`config.mk`:
```
export PLATFORM = sky130hd
export DESIGN_NAME = sprite_sheet_frame_animator_unit
export DESIGN_NICKNAME = d
export VERILOG_FILES = /design/src/sv/sfa_pkg.sv /design/src/sv/sfa_front.sv /design/src/sv/sfa_queue.sv /design/src/sv/sfa_div.sv /design/src/sv/sfa_back.sv /design/src/sv/sprite_sheet_frame_animator_unit.sv
export SDC_FILE = /design/constraint.sdc
export NUM_CORES = 2
export LEC_CHECK = 0
export ABC_CLOCK_PERIOD_IN_PS = 12200
export BUFFER_PORTS_ARGS = -buffer_cell sky130_fd_sc_hd__buf_2
export CAP_MARGIN = 20
export CORE_UTILIZATION = 45
export DETAILED_ROUTE_END_ITERATION = 6
export HOLD_SLACK_MARGIN = 0.06
export SETUP_SLACK_MARGIN = 0.2
export SLEW_MARGIN = 20
export SYNTH_ARGS = -nofsm -noshare
export SYNTH_HDL_FRONTEND = slang
export SYNTH_SLANG_ARGS = --single-unit
```
`constraint.sdc`:
```
create_clock -name clk -period 12.2 [get_ports clk]
set_clock_uncertainty 0.15 [all_clocks]
set_input_delay 1.22 -clock clk [delete_from_list [all_inputs] [get_ports clk]]
set_output_delay 1.22 -clock clk [all_outputs]
set_load 0.05 [all_outputs]
```
`src/sv/sfa_pkg.sv`:
```
`default_nettype none
// ----------------------------------------------------------------------------
// sfa_pkg
// Shared types, widths and helpers for the sprite sheet frame animator.
// ----------------------------------------------------------------------------
package sfa_pkg;

  localparam int TIME_BITS  = 24;
  localparam int MAX_FRAMES = 256;

  localparam int TIME_W   = TIME_BITS + 1;         // animation time, one spare bit
  localparam int DELTA_W  = 20;
  localparam int FCNT_W   = 9;                     // frame_count register
  localparam int FC_W     = $clog2(MAX_FRAMES + 1); // clamped frame count
  localparam int IDX_W    = $clog2(MAX_FRAMES);
  localparam int PROD_W   = TIME_BITS + FC_W;      // time * count
  localparam int CELL_W   = 17;                    // first_cell + index
  localparam int FIRST_W  = 16;
  localparam int DIM_W    = 12;
  localparam int COORD_W  = 16;
  localparam int FRAME_W  = 8;
  localparam int RWIDTH_W = 13;

  localparam int IN_W   = 24;
  localparam int OUT_W  = 72;
  localparam int FLD_W  = FRAME_W + 2 * COORD_W + RWIDTH_W + DIM_W + 1;

  localparam int ADDR_W = 5;
  localparam int DATA_W = 32;

  localparam int Q_DEPTH = 2;
  localparam int QPTR_W  = (Q_DEPTH > 1) ? $clog2(Q_DEPTH) : 1;
  localparam int QCNT_W  = $clog2(Q_DEPTH + 1);

  // reset values of the registers
  localparam logic [TIME_BITS-1:0] DURATION_RST = TIME_BITS'(1000000);
  localparam logic [DIM_W-1:0]     CELL_DIM_RST = DIM_W'(16);

  typedef enum logic [2:0] {
    REG_DURATION  = 3'd0,
    REG_REPEAT    = 3'd1,
    REG_FRAMES    = 3'd2,
    REG_FIRST     = 3'd3,
    REG_PER_ROW   = 3'd4,
    REG_CELL_W    = 3'd5,
    REG_CELL_H    = 3'd6
  } sfa_reg_e;

  typedef struct packed {
    logic [TIME_BITS-1:0] duration_us;
    logic                 repeat_mode;
    logic [FCNT_W-1:0]    frame_count;
    logic [FIRST_W-1:0]   first_cell;
    logic [DIM_W-1:0]     cells_per_row;
    logic [DIM_W-1:0]     cell_width;
    logic [DIM_W-1:0]     cell_height;
  } sfa_cfg_t;

  typedef struct packed {
    logic [TIME_W-1:0] anim_time;
    logic              flip;
  } sfa_tick_t;

  typedef enum logic [2:0] {
    B_IDLE,
    B_PROD,
    B_SEL,
    B_WAIT1,
    B_CELL,
    B_WAIT2,
    B_RECT,
    B_FIN
  } sfa_back_state_t;

  // 0 counts as 1, anything above MAX_FRAMES as MAX_FRAMES
  function automatic logic [FC_W-1:0] clamp_count(input logic [FCNT_W-1:0] fc);
    logic [31:0] fc_ext;
    fc_ext = 32'(fc);
    if (fc_ext == 32'd0) begin
      clamp_count = FC_W'(1);
    end else if (fc_ext > 32'(MAX_FRAMES)) begin
      clamp_count = FC_W'(MAX_FRAMES);
    end else begin
      clamp_count = FC_W'(fc_ext);
    end
  endfunction

endpackage
`default_nettype wire

```
`src/sv/sfa_front.sv`:
```
`default_nettype none
// ----------------------------------------------------------------------------
// sfa_front
// Takes ticks, advances the animation time and queues a snapshot per tick.
// ----------------------------------------------------------------------------
module sfa_front (
  input  wire logic                     clk,
  input  wire logic                     rst,
  input  wire sfa_pkg::sfa_cfg_t        cfg,
  input  wire logic                     in_valid,
  input  wire logic [sfa_pkg::IN_W-1:0] in_data,
  output logic                          in_ready,
  input  wire logic                     q_full,
  output logic                          push,
  output sfa_pkg::sfa_tick_t            push_entry
);
  import sfa_pkg::*;

  localparam int SUM_W = ((TIME_W > DELTA_W) ? TIME_W : DELTA_W) + 1;

  logic [TIME_W-1:0]  anim_time;
  logic [TIME_W-1:0]  anim_time_next;
  logic [DELTA_W-1:0] delta;
  logic               restart;
  logic               flip;
  logic               at_end;
  logic               hold;
  logic [TIME_W-1:0]  base;
  logic [SUM_W-1:0]   sum;

  assign delta   = in_data[DELTA_W-1:0];
  assign restart = in_data[DELTA_W];
  assign flip    = in_data[DELTA_W+1];

  assign in_ready = !q_full;
  assign push     = in_valid && in_ready;

  always_comb begin
    at_end = anim_time >= TIME_W'(cfg.duration_us);
    hold   = at_end && !cfg.repeat_mode;
    base   = (at_end && cfg.repeat_mode) ? anim_time - TIME_W'(cfg.duration_us) : anim_time;
    sum    = SUM_W'(base) + SUM_W'(delta);
    if (restart) begin
      anim_time_next = '0;
    end else if (hold) begin
      anim_time_next = anim_time;
    end else if (|sum[SUM_W-1:TIME_W]) begin
      anim_time_next = {TIME_W{1'b1}};   // saturate
    end else begin
      anim_time_next = sum[TIME_W-1:0];
    end
  end

  always_ff @(posedge clk) begin
    if (rst) begin
      anim_time <= '0;
    end else if (push) begin
      anim_time <= anim_time_next;
    end
  end

  assign push_entry.anim_time = anim_time_next;
  assign push_entry.flip      = flip;

endmodule
`default_nettype wire

```
`src/sv/sfa_queue.sv`:
```
`default_nettype none
// ----------------------------------------------------------------------------
// sfa_queue
// Short register queue between the tick front end and the frame back end.
// ----------------------------------------------------------------------------
module sfa_queue (
  input  wire logic               clk,
  input  wire logic               rst,
  input  wire logic               push,
  input  wire sfa_pkg::sfa_tick_t push_entry,
  output logic                    full,
  input  wire logic               pop,
  output logic                    valid,
  output sfa_pkg::sfa_tick_t      entry
);
  import sfa_pkg::*;

  sfa_tick_t           slots [Q_DEPTH];
  logic [QPTR_W-1:0]   wr_ptr;
  logic [QPTR_W-1:0]   rd_ptr;
  logic [QCNT_W-1:0]   fill;

  assign full  = fill == QCNT_W'(Q_DEPTH);
  assign valid = fill != '0;
  assign entry = slots[rd_ptr];

  always_ff @(posedge clk) begin
    if (push) begin
      slots[wr_ptr] <= push_entry;
    end
  end

  always_ff @(posedge clk) begin
    if (rst) begin
      wr_ptr <= '0;
      rd_ptr <= '0;
      fill   <= '0;
    end else begin
      if (push) begin
        wr_ptr <= (wr_ptr == QPTR_W'(Q_DEPTH - 1)) ? '0 : wr_ptr + QPTR_W'(1);
      end
      if (pop) begin
        rd_ptr <= (rd_ptr == QPTR_W'(Q_DEPTH - 1)) ? '0 : rd_ptr + QPTR_W'(1);
      end
      case ({push, pop})
        2'b10:   fill <= fill + QCNT_W'(1);
        2'b01:   fill <= fill - QCNT_W'(1);
        default: fill <= fill;
      endcase
    end
  end

endmodule
`default_nettype wire

```
`src/sv/sfa_div.sv`:
```
`default_nettype none
// ----------------------------------------------------------------------------
// sfa_div
// Restoring divider, one quotient bit per cycle, shared by the back end.
// ----------------------------------------------------------------------------
module sfa_div (
  input  wire logic                          clk,
  input  wire logic                          rst,
  input  wire logic                          start,
  input  wire logic [sfa_pkg::PROD_W-1:0]    dividend,
  input  wire logic [sfa_pkg::TIME_BITS-1:0] divisor,
  output logic                               done,
  output logic [sfa_pkg::PROD_W-1:0]         quot,
  output logic [sfa_pkg::TIME_BITS-1:0]      rem
);
  import sfa_pkg::*;

  localparam int CNT_W = $clog2(PROD_W);

  logic                 busy;
  logic [CNT_W-1:0]     cnt;
  logic [PROD_W-1:0]    num;
  logic [TIME_BITS-1:0] part;
  logic [TIME_BITS-1:0] den;
  logic [TIME_BITS:0]   trial;
  logic                 ge;

  assign trial = {part, num[PROD_W-1]};
  assign ge    = trial >= {1'b0, den};
  assign quot  = num;
  assign rem   = part;

  always_ff @(posedge clk) begin
    if (start) begin
      num  <= dividend;
      den  <= divisor;
      part <= '0;
    end else if (busy) begin
      part <= ge ? TIME_BITS'(trial - {1'b0, den}) : TIME_BITS'(trial);
      num  <= {num[PROD_W-2:0], ge};
    end
  end

  always_ff @(posedge clk) begin
    if (rst) begin
      busy <= 1'b0;
      cnt  <= '0;
      done <= 1'b0;
    end else begin
      done <= busy && (cnt == '0);
      if (start) begin
        busy <= 1'b1;
        cnt  <= CNT_W'(PROD_W - 1);
      end else if (busy) begin
        if (cnt == '0) begin
          busy <= 1'b0;
        end else begin
          cnt <= cnt - CNT_W'(1);
        end
      end
    end
  end

endmodule
`default_nettype wire

```
`src/sv/sfa_back.sv`:
```
`default_nettype none
// ----------------------------------------------------------------------------
// sfa_back
// Turns a queued time snapshot into frame index and sheet rectangle.
// ----------------------------------------------------------------------------
module sfa_back (
  input  wire logic                      clk,
  input  wire logic                      rst,
  input  wire sfa_pkg::sfa_cfg_t         cfg,
  input  wire logic                      q_valid,
  input  wire sfa_pkg::sfa_tick_t        q_entry,
  output logic                           q_pop,
  output logic                           out_valid,
  input  wire logic                      out_ready,
  output logic [sfa_pkg::OUT_W-1:0]      out_data
);
  import sfa_pkg::*;

  sfa_back_state_t      state;
  sfa_back_state_t      state_next;

  sfa_tick_t            tick;
  logic                 fin;
  logic [PROD_W-1:0]    prod;
  logic [IDX_W-1:0]     index;
  logic [CELL_W-1:0]    row;
  logic [DIM_W-1:0]     col;
  logic [2*DIM_W-1:0]   left_raw;
  logic [DIM_W+CELL_W-1:0] top_raw;

  logic [FC_W-1:0]      count;
  logic [DIM_W-1:0]     cpr;
  logic [CELL_W-1:0]    cell_idx;

  logic                 div_start;
  logic [PROD_W-1:0]    div_dividend;
  logic [TIME_BITS-1:0] div_divisor;
  logic                 div_done;
  logic [PROD_W-1:0]    div_quot;
  logic [TIME_BITS-1:0] div_rem;

  logic [COORD_W-1:0]   left_sat;
  logic [COORD_W:0]     left_flip;
  logic [COORD_W-1:0]   rect_left;
  logic [COORD_W-1:0]   rect_top;
  logic [RWIDTH_W-1:0]  rect_width;
  logic                 load_out;

  assign count    = clamp_count(cfg.frame_count);
  assign cpr      = (cfg.cells_per_row == '0) ? DIM_W'(1) : cfg.cells_per_row;
  assign cell_idx = CELL_W'(cfg.first_cell) + CELL_W'(index);

  sfa_div u_div (
    .clk      (clk),
    .rst      (rst),
    .start    (div_start),
    .dividend (div_dividend),
    .divisor  (div_divisor),
    .done     (div_done),
    .quot     (div_quot),
    .rem      (div_rem)
  );

  always_ff @(posedge clk) begin
    if (rst) begin
      state <= B_IDLE;
    end else begin
      state <= state_next;
    end
  end

  always_comb begin
    state_next   = state;
    q_pop        = 1'b0;
    div_start    = 1'b0;
    div_dividend = '0;
    div_divisor  = '0;
    load_out     = 1'b0;
    case (state)
      B_IDLE: begin
        if (q_valid) begin
          q_pop      = 1'b1;
          state_next = B_PROD;
        end
      end
      B_PROD: state_next = B_SEL;
      B_SEL: begin
        if (cfg.duration_us == '0 || fin) begin
          state_next = B_CELL;
        end else begin
          div_start    = 1'b1;
          div_dividend = prod;
          div_divisor  = cfg.duration_us;
          state_next   = B_WAIT1;
        end
      end
      B_WAIT1: begin
        if (div_done) begin
          state_next = B_CELL;
        end
      end
      B_CELL: begin
        div_start    = 1'b1;
        div_dividend = PROD_W'(cell_idx);
        div_divisor  = TIME_BITS'(cpr);
        state_next   = B_WAIT2;
      end
      B_WAIT2: begin
        if (div_done) begin
          state_next = B_RECT;
        end
      end
      B_RECT: state_next = B_FIN;
      B_FIN: begin
        if (!out_valid || out_ready) begin
          load_out   = 1'b1;
          state_next = B_IDLE;
        end
      end
      default: state_next = B_IDLE;
    endcase
  end

  always_ff @(posedge clk) begin
    case (state)
      B_IDLE: begin
        if (q_valid) begin
          tick <= q_entry;
        end
      end
      B_PROD: begin
        fin  <= tick.anim_time >= TIME_W'(cfg.duration_us);
        prod <= PROD_W'(tick.anim_time[TIME_BITS-1:0]) * PROD_W'(count);
      end
      B_SEL: begin
        if (cfg.duration_us == '0) begin
          index <= '0;
        end else if (fin) begin
          index <= IDX_W'(count - FC_W'(1));
        end
      end
      B_WAIT1: begin
        if (div_done) begin
          index <= div_quot[IDX_W-1:0];
        end
      end
      B_WAIT2: begin
        if (div_done) begin
          row <= div_quot[CELL_W-1:0];
          col <= div_rem[DIM_W-1:0];
        end
      end
      B_RECT: begin
        left_raw <= (2*DIM_W)'(cfg.cell_width) * (2*DIM_W)'(col);
        top_raw  <= (DIM_W+CELL_W)'(cfg.cell_height) * (DIM_W+CELL_W)'(row);
      end
      default: ;
    endcase
  end

  // saturate to 16 bits, then the flip offset saturates again
  always_comb begin
    left_sat  = (|left_raw[2*DIM_W-1:COORD_W]) ? {COORD_W{1'b1}} : left_raw[COORD_W-1:0];
    rect_top  = (|top_raw[DIM_W+CELL_W-1:COORD_W]) ? {COORD_W{1'b1}}
                                                  : top_raw[COORD_W-1:0];
    left_flip = (COORD_W+1)'(left_sat) + (COORD_W+1)'(cfg.cell_width);
    if (tick.flip) begin
      rect_left  = left_flip[COORD_W] ? {COORD_W{1'b1}} : left_flip[COORD_W-1:0];
      rect_width = RWIDTH_W'(0) - RWIDTH_W'(cfg.cell_width);
    end else begin
      rect_left  = left_sat;
      rect_width = RWIDTH_W'(cfg.cell_width);
    end
  end

  always_ff @(posedge clk) begin
    if (rst) begin
      out_valid <= 1'b0;
    end else if (load_out) begin
      out_valid <= 1'b1;
    end else if (out_ready) begin
      out_valid <= 1'b0;
    end
  end

  always_ff @(posedge clk) begin
    if (load_out) begin
      out_data <= {(OUT_W-FLD_W)'(0), fin, cfg.cell_height, rect_width, rect_top,
                   rect_left, FRAME_W'(index)};
    end
  end

  a_quot_below_count: assert property (@(posedge clk) disable iff (rst)
    (state == B_WAIT1 && div_done) |-> (div_quot < PROD_W'(count)))
    else $error("frame quotient not below frame count");

  a_hold_when_stalled: assert property (@(posedge clk) disable iff (rst)
    (state == B_FIN && out_valid && !out_ready) |=> (state == B_FIN))
    else $error("result lost while output stalled");

  a_out_from_fin: assert property (@(posedge clk) disable iff (rst)
    $rose(out_valid) |-> ($past(state) == B_FIN))
    else $error("output word raised outside result step");

endmodule
`default_nettype wire

```
`src/sv/sprite_sheet_frame_animator_unit.sv`:
```
`default_nettype none
// ----------------------------------------------------------------------------
// sprite_sheet_frame_animator_unit
// Sprite sheet animation sequencer: animation time, frame index, cell rectangle.
// ----------------------------------------------------------------------------
// One input word per displayed frame arrives on the s_ stream (delta time,
// restart, flip). The front end advances the animation time in the cycle the
// word is taken and queues a snapshot in a two-entry queue; it keeps taking
// words while the queue has room. The back end works one snapshot at a time:
// a multiply, a 33-step division for the frame index (skipped when the
// animation has finished or the duration is zero), a 33-step division of the
// cell number by the cells per row, a multiply for the rectangle, then the
// result word is loaded into the m_ output register.
// Both divisions run on the one shared bit-serial divider.
// The result is held in the output register while m_tready is low, and the
// back end waits behind it; the queue then fills and s_tready drops.
// Reset (rst, synchronous) clears the time to zero, empties the queue and
// output, and loads the register defaults. The user must write the APB port
// only while the block is idle; the block itself does not enforce this.
// ----------------------------------------------------------------------------
module sprite_sheet_frame_animator_unit (
  input  wire logic                        clk,
  input  wire logic                        rst,
  // lowest bit up: delta_us[19:0], restart, flip, zero pad
  input  wire logic [sfa_pkg::IN_W-1:0]    s_tdata,
  input  wire logic                        s_tvalid,
  output logic                             s_tready,
  // lowest bit up: frame_index[7:0], rect_left[15:0], rect_top[15:0],
  // rect_width[12:0], rect_height[11:0], finished, zero pad
  output logic [sfa_pkg::OUT_W-1:0]        m_tdata,
  output logic                             m_tvalid,
  input  wire logic                        m_tready,
  input  wire logic                        psel,
  input  wire logic                        penable,
  input  wire logic                        pwrite,
  input  wire logic [sfa_pkg::ADDR_W-1:0]  paddr,
  input  wire logic [sfa_pkg::DATA_W-1:0]  pwdata,
  output logic [sfa_pkg::DATA_W-1:0]       prdata,
  output logic                             pready
);
  import sfa_pkg::*;

  sfa_cfg_t   cfg;
  sfa_reg_e   reg_sel;
  logic       wr_en;

  logic       q_full;
  logic       q_push;
  sfa_tick_t  q_push_entry;
  logic       q_pop;
  logic       q_valid;
  sfa_tick_t  q_entry;

  assign pready  = 1'b1;
  assign reg_sel = sfa_reg_e'(paddr[ADDR_W-1:2]);
  assign wr_en   = psel && penable && pwrite && pready;

  always_ff @(posedge clk) begin
    if (rst) begin
      cfg.duration_us   <= DURATION_RST;
      cfg.repeat_mode   <= 1'b1;
      cfg.frame_count   <= FCNT_W'(1);
      cfg.first_cell    <= '0;
      cfg.cells_per_row <= DIM_W'(1);
      cfg.cell_width    <= CELL_DIM_RST;
      cfg.cell_height   <= CELL_DIM_RST;
    end else if (wr_en) begin
      case (reg_sel)
        REG_DURATION: cfg.duration_us   <= pwdata[TIME_BITS-1:0];
        REG_REPEAT:   cfg.repeat_mode   <= pwdata[0];
        REG_FRAMES:   cfg.frame_count   <= pwdata[FCNT_W-1:0];
        REG_FIRST:    cfg.first_cell    <= pwdata[FIRST_W-1:0];
        REG_PER_ROW:  cfg.cells_per_row <= pwdata[DIM_W-1:0];
        REG_CELL_W:   cfg.cell_width    <= pwdata[DIM_W-1:0];
        REG_CELL_H:   cfg.cell_height   <= pwdata[DIM_W-1:0];
        default: ;
      endcase
    end
  end

  always_comb begin
    case (reg_sel)
      REG_DURATION: prdata = DATA_W'(cfg.duration_us);
      REG_REPEAT:   prdata = DATA_W'(cfg.repeat_mode);
      REG_FRAMES:   prdata = DATA_W'(cfg.frame_count);
      REG_FIRST:    prdata = DATA_W'(cfg.first_cell);
      REG_PER_ROW:  prdata = DATA_W'(cfg.cells_per_row);
      REG_CELL_W:   prdata = DATA_W'(cfg.cell_width);
      REG_CELL_H:   prdata = DATA_W'(cfg.cell_height);
      default:      prdata = '0;
    endcase
  end

  sfa_front u_front (
    .clk        (clk),
    .rst        (rst),
    .cfg        (cfg),
    .in_valid   (s_tvalid),
    .in_data    (s_tdata),
    .in_ready   (s_tready),
    .q_full     (q_full),
    .push       (q_push),
    .push_entry (q_push_entry)
  );

  sfa_queue u_queue (
    .clk        (clk),
    .rst        (rst),
    .push       (q_push),
    .push_entry (q_push_entry),
    .full       (q_full),
    .pop        (q_pop),
    .valid      (q_valid),
    .entry      (q_entry)
  );

  sfa_back u_back (
    .clk       (clk),
    .rst       (rst),
    .cfg       (cfg),
    .q_valid   (q_valid),
    .q_entry   (q_entry),
    .q_pop     (q_pop),
    .out_valid (m_tvalid),
    .out_ready (m_tready),
    .out_data  (m_tdata)
  );

endmodule
`default_nettype wire

```
# Word-level counts from Yosys, hierarchy flattened

Memories as Yosys holds them, arrays and structs flattened. A register that Yosys moved wholly into a read port is not among the register bits.
Cells that the tools add are included.

Flip-flop bits (word level): 398
RAM bits: 52
Input bits: 68
Output and inout bits: 107
Memories kept: 1

Add/sub/neg operators: 12
Multipliers: 3
Magnitude comparators: 4
Equal/unequal tests: 22
Mux-type cells: 48
Bitwise gates (word level): 1
Reduce and logical (&&, ||, !) cells: 38

Memory list:

| memory        | depth | width | read ports | clocked after memory_dff | wr ports | line            | RTL |
|---|---|---|---|---|---|---|---|
| u_queue.slots | 2     | 26    | 1          | 1                        | 1        | sfa_queue.sv:18 | `sfa_tick_t slots [Q_DEPTH];` |

Operators by type and width:

| cell                                         | count |
|---|---|
| one-hot mux 24 bit (7 select lines)          | 1 |
| 2-to-1 mux 25 bit                            | 4 |
| 2-to-1 mux 33 bit                            | 3 |
| greater-or-equal comparator 25 x 24 -> 1 bit | 3 |
| one-hot mux 33 bit (2 select lines)          | 1 |
| 2-to-1 mux 16 bit                            | 3 |
| 2-to-1 mux 24 bit                            | 2 |
| one-hot mux 24 bit (2 select lines)          | 1 |
| multiplier 24 x 9 -> 33 bit                  | 1 |
| multiplier 12 x 17 -> 29 bit                 | 1 |
| adder 25 x 20 -> 26 bit                      | 1 |
| subtractor 25 x 24 -> 25 bit                 | 1 |
| logical NOT 24 bit                           | 1 |
| multiplier 12 x 12 -> 24 bit                 | 1 |
| 2-to-1 mux 12 bit                            | 2 |
| 2-to-1 mux 8 bit                             | 3 |
| one-hot mux 3 bit (8 select lines)           | 1 |
| subtractor 24 bit                            | 1 |
| AND reduction 2 bit                          | 11 |
| == test 3 bit, second input constant         | 7 |
| 2-to-1 mux 6 bit                             | 3 |
| 2-to-1 mux 9 bit                             | 2 |
| adder 16 x 12 -> 17 bit                      | 1 |
| adder 16 x 8 -> 17 bit                       | 1 |
| 33 further kinds                             | 72 |

# Longest topological paths before layout

Word-level depth: 7
Depth in mapped cells: 28

# Cells and area by module

A second synthesis with hierarchy kept.

Cells, all modules: 4484
Area total of the unflattened synthesis: 42901.1 sq um

By module, submodules not included:

| module                           | instances | cells each | area an instance (sq um) |
|---|---|---|---|
| sfa_back                         | 1         | 2861       | 27629.0 |
| sfa_div                          | 1         | 476        | 4986.0 |
| sprite_sheet_frame_animator_unit | 1         | 487        | 4265.3 |
| sfa_front                        | 1         | 557        | 3943.8 |
| sfa_queue                        | 1         | 103        | 2077.0 |

# Least setup slack after synthesis

No wires, ideal clock.

Kind: register to register
Start: reg cfg[21] (netlist name)
End: reg u_back.left_raw[21] (data pin)
Setup time: 0.258 ns
Data arrival time: 5.407 ns
Required time: 11.792 ns
Path slack: 6.384 ns
Stages on the path, launching flop included: 22
Clock period less this slack: 5.816 ns
Cells stage by stage: dfxtp_1 -> clkbuf_1 -> clkbuf_1 -> nand2_1 -> fa_1 -> inv_1 -> fa_1 -> inv_1 -> fa_1 -> fa_1 -> inv_1 -> fa_1 -> ha_1 -> and2_1 -> o21ai_0 -> nand2b_1 -> a22oi_1 -> a21bo_2 -> or4_1 -> a31o_2 -> a21oi_1 -> xnor2_1

Cells in the longest elaborated chain, start to end: 1

RTL lines:

| what                         | line            | RTL |
|---|---|---|
| multiplier 12 x 12 -> 24 bit | sfa_back.sv:154 | `left_raw <= (2*DIM_W)'(cfg.cell_width) * (2*DIM_W)'(col);` |
| end signal, assigned         | sfa_back.sv:154 |  |
| end, declared                | sfa_back.sv:28  | `logic [2*DIM_W-1:0] left_raw;` |

Every way passes these cells.
A chain may end at the register's enable or synchronous reset.

==> impl_metrics.csv <==
group,metric,value,unit
power_and_ir_drop,p_seq_share,35.0,%
clock_tree,cts_num_sinks,476,
drt,dr_wl_met2,49100,um
clock_tree,post-cts-setup-buffers,0,
yosys,synth_area_leader_cell,"edfxtp_1",
drt,avgViaCountPerCell,5.44,
grt,grt_pass1_wl,170000,um
layout,fillerInstances,8404,
yosys,synth_top_family_by_area,"adder cells",
floorplan,dieArea,92900,um^2
clock_tree,cts_root_buf,"clkbuf_16",
drt,vias,30100,
drt,detail-route-antenna-nets,0,
yosys,synth_compound_area_share,11.3,%
drt,met3_length,5740,um
run,maxCapViolCount,0,
floorplan,ios,175,
yosys,synth_top_area_share,23.7,%
grt,antenna_found_initial,2,
setup_path,startpoint_type,"register",
yosys,synth-simple-area-share,15.2,%
sta,rsz0062_at_grt,"no",
yosys,synth_mux_area_share,2.56,%
layout,areaGrowthSynthToFinish,8.94,%
drt,drt_iter0_markers,2179,
power_and_ir_drop,leakage,0.0195,uW
yosys,ys_types,82,
power_and_ir_drop,power_frac_comb,40.2,%
place,dp.cells,5425,
setup_path,cp.arrival,7.53,ns
power_and_ir_drop,p_clk_share,24.8,%
drt,routed_wl,106000,um
yosys,synth-seq-area-share,31.0,%
grt,grt_pass1_vias,30600,
status,outcome,"complete, no violations",
clock_tree,htree_levels,2,
yosys,synth_xor_area_share,3.50,%
floorplan,row_count,110,
yosys,avgSynthCellArea,9.67,um^2
clock_tree,clkSlewWorstSetupHoldPaths,0.06,ns
sta,drv_slew,0,
grt,grt_max_degree,97,
layout,final_cell_count_no_fill,5533,
clock_tree,cts_resized,0,
hold_path,min_path_type,"reg -> reg",
yosys,async_flop_share,0,%
sta,finalSetupViolations,0,
setup_path,cp-end-kind,"register",
yosys,synth.top_cells.by_area,"edfxtp_1, fa_1, ha_1, dfxtp_1, inv_1",
power_and_ir_drop,powerDensity,157,nW/um^2
sta,timing.fmax,137,MHz
place,gp_congestion,0.886,
clock_tree,clk_latency,0.66,ns
drt,drc,0,
sta,slew_headroom,28.2,%
setup_path,path_max_fanout,47,
clock_tree,cts_tree,"done",
floorplan,die_h,305,um
sta,period_share,59.9,%
drt,wl_per_cell,19.1,um
power_and_ir_drop,switchingPower,2700,uW
yosys,synthFlopType,"edfxtp_1",
grt,grt_overflow,0,
grt,grt_use_total,23.2,%
place,numPortBuffers,147,
sta,final-hold-violation-count,0,
clock_tree,clock_path_buffers,3,
setup_path,path_class,"reg -> reg",
layout,drive_gt1_share,9.42,%
floorplan,core,90400,um^2
layout,final_nets,5083,
sta,min_period,7.31,ns
setup_path,rrSetupSlack,4.89,ns
clock_tree,numCtsBuffers,55,
yosys,synth-edff-count,325,
setup_path,worst_ep_required_time,12.41,ns
drt,drtPass1Iterations,7,
drt,top_layer,"met5",
sta,fin_tns_setup,0,ns
yosys,syn_inst,4266,
yosys,synth_fa_ha_area_share,29.0,%
floorplan,die_w,305,um
yosys,synth_area,41300,um^2
layout,final_util,49.7,%
drt,wl_met1,48500,um
sta,worstMarginPinSlew,1.08,ns
yosys,yosys_register_bits,476,
power_and_ir_drop,ir_worst_vdd,0.000128,V
power_and_ir_drop,sw_frac_of_total,38.2,%
clock_tree,cts_hold_buf,0,
power_and_ir_drop,internal_power,4370,uW
yosys,ys_warn_count,0,
floorplan,initial_core_util,45.6,%
place,hpwlAfterDp,79100,um
-- cell usage after synthesis (18+ instances only) --
master / n
mux2i_1: 56
a211oi_1: 18
nand3_1: 47
o21bai_1: 22
a31oi_1: 39
nor4_1: 23
fa_1: 410
buf_1: 24
edfxtp_1: 325
mux2_2: 36
inv_1: 568
xnor2_1: 100
dfxtp_1: 151
nand2_1: 561
nand2b_1: 23
or2_2: 41
nor2_1: 196
nor2b_1: 38
clkbuf_1: 176
o21a_1: 20
xor2_1: 65
and3_1: 24
nor3_1: 47
a21oi_1: 191
o21ai_0: 163
ha_1: 299
a22oi_1: 27
a211oi_2: 18
a21o_1: 56
and2_1: 253
-- per-stage QoR --
stage / cell area (um^2) / hold slack, ns / power [uW] / setup slack, ns
CTS: 44900 / 0.301 / 7110 / 4.89
finish: 44900 / 0.296 / 7070 / 4.89
global route: 44900 / 0.316 / 7540 / 4.28
detailed placement: 43000 / 0.286 / 5320 / 4.88
floorplan: 41300 / 0.256 / 4590 / 6.38
global placement: 43000 / 0.288 / 5280 / 4.93
-- layout make-up --
cell class,count,area [um^2],area share [%]
Multi-Input combinational cell,3009,25500,56.8
Sequential cell,476,12800,28.4
Inverter,569,2140,4.75
Clock buffer,73,1550,3.44
Tap cell,1176,1470,3.27
Timing Repair Buffer,195,1100,2.45
Clock inverter,31,364,0.810
Antenna cell,4,10.0,0.0223
-- sequential cells by signal, indices dropped and copies added (netlist names), 2 cells and up --
| name | flops |
|---|---|
| u_back.u_div.cnt | 6 |
| u_back.u_div.den | 24 |
| u_back.col | 12 |
| u_back.u_div.quot | 33 |
| u_queue.fill | 2 |
| u_back.out_data | 66 |
| u_front.anim_time | 25 |
| u_back.tick | 26 |
| cfg | 86 |
| u_back.prod | 33 |
| u_back.row | 17 |
| u_back.top_raw | 29 |
| u_queue.slots | 52 |
| u_back.left_raw | 24 |
| u_back.index | 8 |
| u_back.u_div.rem | 24 |
| u_back.state | 3 |
-- power groups by stage --
stage               sequential [uW]  clock (uW)  combinational, uW
CTS                            2470        1800               2840
global route                   2500        1850               3190
finish                         2470        1750               2840
floorplan                      2310           0               2280
detailed placement             2500           0               2830
global placement               2490           0               2780
-- layer usage --
layer	up-vias	track usage [%]
met1	15000	32.3
met2	757	38.3
met3	131	3.17
met5	-	0
met4	2	5.78
li1	14200	-
-- path summary, 6_finish.rpt --
check / depth (start not counted) / to / start
setup / recovery: 22 / u_queue.slots[1][24] / cfg[73]
hold / removal: 0 / u_back.row[15] / u_back.u_div.quot[15]
hold reg to reg: 0 / u_back.row[15] / u_back.u_div.quot[15]
setup reg to reg: 22 / u_queue.slots[1][24] / cfg[73]
-- cells in the final DEF (no fill, tap or decap), drive strengths merged, types with 41 or more instances in the layout --
cell	count
or2	41
clkbuf	73
nor3	47
a21o	56
o21ai	165
nor2	197
and2	253
inv	571
dfxtp	151
xnor2	100
buf	195
mux2i	56
fa	410
xor2	65
nand3	49
edfxtp	325
nand2	561
a21oi	191
ha	299
-- cell families (layout without fill, tap and decap cells) --
logic type | count (synthesis) | count (layout)
and+or+nand+nor | 1315 | 1315
xor gates and xnor gates | 165 | 165
AOI/OAI and AO/OA | 709 | 709
other | 2 | 19
adders and majority gates | 709 | 709
DFF | 476 | 476
muxes | 96 | 96
buffers and inverters | 794 | 868
-- worst max-delay path, cell delays in order (launching register included) --
cell and delay, ns:
dfxtp_1 0.54, inv_1 0.20, ha_1 0.47, nand3_2 0.14, or3_1 0.39, a211o_1 0.28, a211oi_2 0.35, o21bai_1 0.14
a21bo_1 0.34, buf_4 0.31, o21ai_0 0.28, ha_1 0.34, and3_1 0.21, o21a_1 0.18, a311oi_2 0.41, a21oi_1 0.19
a311oi_1 0.56, a31oi_1 0.29, nand2_1 0.19, o31a_2 0.13, buf_4 0.50, a21boi_0 0.32, a211oi_1 0.10
(Power assumes the default switching activity.)
